## config.mk

```make
export PLATFORM = sky130hd
export DESIGN_NAME = psu_queue
export DESIGN_NICKNAME = d
export VERILOG_FILES = /design/src/design/psu_pkg.sv /design/src/design/psu_queue.sv
export SDC_FILE = /design/constraint.sdc
export NUM_CORES = 1
export LEC_CHECK = 0
export BUFFER_PORTS_ARGS = -buffer_cell sky130_fd_sc_hd__buf_2
export CAP_MARGIN = 5
export CORE_ASPECT_RATIO = 1.5
export CORE_MARGIN = 4
export CORE_UTILIZATION = 45
export DETAILED_ROUTE_END_ITERATION = 6
export GPL_TIMING_DRIVEN = 0
export PLACE_DENSITY = 0.7
export REMOVE_ABC_BUFFERS = 1
export SLEW_MARGIN = 10
export SYNTH_ARGS = -nofsm -noshare
export SYNTH_HDL_FRONTEND = slang
export SYNTH_SLANG_ARGS = --single-unit
```

## constraint.sdc

```tcl
create_clock -name i_clk -period 3.8 [get_ports i_clk]
set_input_delay 0.19 -clock i_clk [delete_from_list [all_inputs] [get_ports i_clk]]
set_output_delay 0.19 -clock i_clk [all_outputs]
set_load 0.01 [all_outputs]
```

## src/design/psu_pkg.sv

```systemverilog
// Shared types and constants of the PNG scanline unfilter.
package psu_pkg;

    localparam int CFG_DATA_W  = 16;
    localparam int WIDTH_CFG_W = 13;
    localparam int HEIGHT_W    = 16;

    localparam logic [1:0] CFG_IMAGE_WIDTH  = 2'd0;
    localparam logic [1:0] CFG_IMAGE_HEIGHT = 2'd1;
    localparam logic [1:0] CFG_HAS_ALPHA    = 2'd2;

    localparam logic [2:0] FILT_NONE  = 3'd0;
    localparam logic [2:0] FILT_SUB   = 3'd1;
    localparam logic [2:0] FILT_UP    = 3'd2;
    localparam logic [2:0] FILT_AVG   = 3'd3;
    localparam logic [2:0] FILT_PAETH = 3'd4;

    localparam logic [1:0] CH_BLUE  = 2'd2;
    localparam logic [1:0] CH_ALPHA = 2'd3;

    localparam logic [7:0] ALPHA_FILL = 8'hFF;

    typedef struct packed {
        logic [7:0] raw_byte;
        logic       frame_start;
    } t_in;

    typedef struct packed {
        logic [7:0] pixel_byte;
        logic [1:0] channel_index;
        logic       row_end;
        logic       image_end;
        logic       filter_error;
        logic       last_of_run;
    } t_out;

    typedef struct packed {
        logic [1:0]            index;
        logic [CFG_DATA_W-1:0] data;
    } t_cfg;

    // one classified data byte, handed from the front to the back
    typedef struct packed {
        logic [7:0] raw;
        logic [2:0] filt;
        logic [1:0] ch;
        logic       first_row;
        logic       row_first;
        logic       err;
        logic       rend;
        logic       iend;
        logic       two;
    } t_ctl;

endpackage

```

## src/design/psu_queue.sv

```systemverilog
// Two-entry queue between the front end and the reconstruction back end.
module psu_queue #(
    parameter int AW = 14
) (
    input  logic           i_clk,
    input  logic           i_rst_n,
    input  logic           i_push,
    input  psu_pkg::t_ctl  i_ctl,
    input  logic [AW-1:0]  i_addr,
    output logic           o_full,
    input  logic           i_pop,
    output logic           o_valid,
    output psu_pkg::t_ctl  o_ctl,
    output logic [AW-1:0]  o_addr
);

    psu_pkg::t_ctl r_ctl  [2];
    logic [AW-1:0] r_addr [2];
    logic          r_wp;
    logic          r_rp;
    logic [1:0]    r_cnt;

    assign o_full  = (r_cnt == 2'd2);
    assign o_valid = (r_cnt != 2'd0);
    assign o_ctl   = r_ctl[r_rp];
    assign o_addr  = r_addr[r_rp];

    always_ff @(posedge i_clk) begin
        if (i_push) begin
            r_ctl[r_wp]  <= i_ctl;
            r_addr[r_wp] <= i_addr;
        end
    end

    always_ff @(posedge i_clk) begin
        if (!i_rst_n) begin
            r_wp  <= 1'b0;
            r_rp  <= 1'b0;
            r_cnt <= 2'd0;
        end else begin
            if (i_push) begin
                r_wp <= ~r_wp;
            end
            if (i_pop) begin
                r_rp <= ~r_rp;
            end
            case ({i_push, i_pop})
                2'b10:   r_cnt <= r_cnt + 2'd1;
                2'b01:   r_cnt <= r_cnt - 2'd1;
                default: r_cnt <= r_cnt;
            endcase
        end
    end

endmodule

```

; ---- Word-level counts from Yosys, hierarchy flattened
; Memory sizes are Yosys's and may differ from the RTL's. A register that Yosys moved wholly into a read port is not among the register bits.
; Cells that the tools add are included.
[word_totals]
regBits = 4
mem_bits_rw = 66
inputBits = 37
output_inout_bits = 35
wordCells = 21
mem_count = 2
[classes]
n_addsub = 2
eq_ne = 3
mux = 7
n_bitwise = 2
reduce_logical = 2
[memory_table]
columns = memory, words, word_bits, rd, rd_ports_with_merged_regs, wr, line_no
row1 = r_ctl, 2, 19, 1, 1, 1, psu_queue.sv:17  ; psu_pkg::t_ctl r_ctl [2];
row2 = r_addr, 2, 14, 1, 1, 1, psu_queue.sv:18  ; logic [AW-1:0] r_addr [2];
[op_table]
columns = cell, count
row1 = $mux 1, 6
row2 = $eq 2x2->1 const B, 2
row3 = $pmux 2 s2, 1
row4 = $reduce_bool 2->1, 2
row5 = $add 2x1->2 const B, 1
row6 = $eq 2x1->1 const B, 1
row7 = $not 1->1, 2
row8 = $sub 2x1->2 const B, 1

; ---- Depth between registers and ports, before layout
[logic_depth]
ltp_word = 3
ltp_mapped = 5
depth_no_buf = 5

; ---- Worst setup path after synthesis
; Ideal clock, no wire load.
[synth_timing]
path_type = reg-to-reg
from = reg r_wp
to = mem r_addr[0][0] (enable)
setup_ns = 0.425
arrival_ns = 1.737
t_required_ns = 3.375
slack_ns = 1.638
stages_incl_launch_ff = 2
path_buffers = 0
synth_period_minus_slack_ns = 2.162
path_cell_list = dfxtp_1 -> nor2_1
[synth_lines]
columns = item, line_no
row1 = start: declaration, psu_queue.sv:19  ; logic r_wp;
row2 = start signal: assignment, psu_queue.sv:42  ; r_wp <= ~r_wp;
row3 = end: declaration, psu_queue.sv:18
; No word-level cell before the write port.

==> metrics <==
fill count 441; die area 7065 sq um; Reg2Reg Depth 1; clock sink count 71; global route overflow 0; R2R setup slack 2.34 ns; maximum fanout along the worst path 33; Setup Viol. Count Final 0; P per Cell Area 545.9 nW/um^2; Non-Filler Instances 279; top post-synthesis cells by area edfxtp_1 76%, mux2_2 14%, dfxtp_1 3.9%; leakage 0.001254 uW; H-tree levels 3; hold crit path type input port to register; RR Endpoint r_ctl[1][14]$_DFFE_PP_; largest net degree at the start of global routing 34; number of flops mapped to enable cells by yosys 66; critical path type register to output port; post-CTS resize count 0; Hold Path Stages 1; count of cell types in the netlist 17; routed via count 1,354; Final Critical Period 1.918 ns; Slew @ Worst Pin 0.7885 ns; PortBufs 71; f_max 521.4 MHz; Hold Crit Start i_addr[9]; Top Ports 72; WP data required 3.61 ns; row cnt 33; total wire length 4.466 mm; total power draw 1796 uW; data arrival time of the critical path 1.73 ns; dominant cell type by area after synthesis edfxtp_1; Placed Area 3053 sq um; final hold viol count 0; largest buffer count on any clock path 2; Max-slew headroom 47.43%; Slew Limit Fails 0; initial antenna violation count 0; Synth Area per Inst 20.74 sq um; TNS Setup 0 ns; vias in the first global route 1,502; synthesized instance count 125; reg2reg start r_wp$_SDFFE_PN0P_; chip height 101.0 um; Post-DP HPWL 3.067 mm; CP endpoint kind output port; post-route ant nets 0; YS warnings 0; Die X-Extent 69.98 um; DR pass1 iterations 4; DR vias/cell 4.853; placed insts 263; WHS Endpoint r_addr[0][9]$_DFFE_PP_; post-CTS setup buffers 0; Starting Density 46.86%; CTS Buf Count 9; post-DR wirelength/cell 16.01 um; share of the synthesized area in the top cell type 76.45%; mapped cell area 2592 sq um; antenna cells 0; clock-pin slew on the worst setup and hold paths 0.08 ns; RSZ-0062 raised after global routing no; first-pass GRT wire length 7.024 mm; Post-synth top cells 66 x edfxtp_1, 33 x mux2_2, 5 x dfxtp_1; final core utilization 59.45%; latest clock arrival within the worst-skew pair 0.33 ns; Core Footprint 5533 sq um; post-synthesis sequential area ratio 80.31%; max_cap viols 0; root cell of the clock tree clkbuf_8; status finished clean; VDD IR max 326.7 uV; CTS tree built; Layout area overhead 26.88%; clock skew 0.007438 ns; most frequent cell after synthesis edfxtp_1; DR iter-0 viols 55; design area 3289 sq um; Nets 242; Post-route DRC 0; CTS Hold Buffers Added 0; ys flop type edfxtp_1; startpoint types register; Total GRT Usage 13.49%; part of the cycle the worst path needs 50.48%; RD Place Congestion 0.6988; ys async rst share 0%; layout cells sized above 1 59.81%; #FFs+latches synth 71
[critical path: stages (launching register included)]
cell     delay, ns
dfxtp_2       0.83
mux2_2        0.42
buf_2         0.14
[power by group]
part | switching [uW] | internal (uW) | leakage, uW
registers | 25.3 | 901 | 0.000661
logic | 78.8 | 90.9 | 0.000473
clock network | 265 | 435 | 0.000120
total | 369 | 1430 | 0.00125
[metal layers]
metal	global-route usage [%]	part of all wire, %
met5	0	0
met4	7.522	2.0
met3	4.291	4.7
met2	24.69	58
met1	13.30	35
[kinds of logic (layout without fill, tap and decap cells)]
logic type,after synthesis,count (layout),synth area share (%)
adders and majority gates,1,1,0.4825
muxes,33,33,14.33
DFF,71,71,80.31
AOI/OAI and AO/OA,3,3,0.7722
and+or+nand+nor,9,9,2.172
xor gates and xnor gates,3,3,1.014
buffers and inverters,5,89,0.9169
[area by class of cell]
type / count / area [sq um] / share of cell area, %
repair buffers: 72 / 382.9 / 11.64
well taps: 70 / 87.58 / 2.663
clock inverters: 6 / 108.9 / 3.309
clock buffers: 10 / 127.6 / 3.880
flip-flops and latches: 71 / 2083 / 63.33
multi-input cells: 49 / 495.5 / 15.06
inverters: 1 / 3.754 / 0.1141
[worst max path at each step]
| stage | to | from | slack, ns |
|---|---|---|---|
| floorplan | r_addr[0][0]$_DFFE_PP_ | r_wp$_SDFFE_PN0P_ | 1.64 |
| global placement | r_ctl[0][16]$_DFFE_PP_ | i_push | 0.95 |
| detailed placement | o_ctl[3] | register | 2.20 |
| CTS | o_ctl[3] | register | 1.83 |
| global route | o_ctl[0] | register | 1.76 |
| finish | o_ctl[3] | register | 1.88 |
[cell usage in the layout (no fill, tap or decap), drive strengths merged, types with 2 or more instances in the layout]
cell,synthesis,final
edfxtp,66,66
dfxtp,5,5
and2,4,4
clkbuf,0,10
clkinv,0,3
bufinv,0,3
xnor2,2,2
mux2,33,33
buf,4,72
[sequential cells by signal, summed over array words and instances (netlist names), named ones only]
name,count
r_ctl,38
r_addr,28
r_cnt,2
r_rp,1
r_wp,1
[metrics by stage]
step | setup slack, ns | hold slack (ns)
after floorplan | 1.638 | 0.2889
after global placement | 0.9508 | 0.3791
after detailed placement | 2.200 | 0.3819
after CTS | 1.828 | 0.02372
after global routing | 1.759 | 0.01380
final | 1.882 | 0.04109
Power figures use the tool's default switching activity.
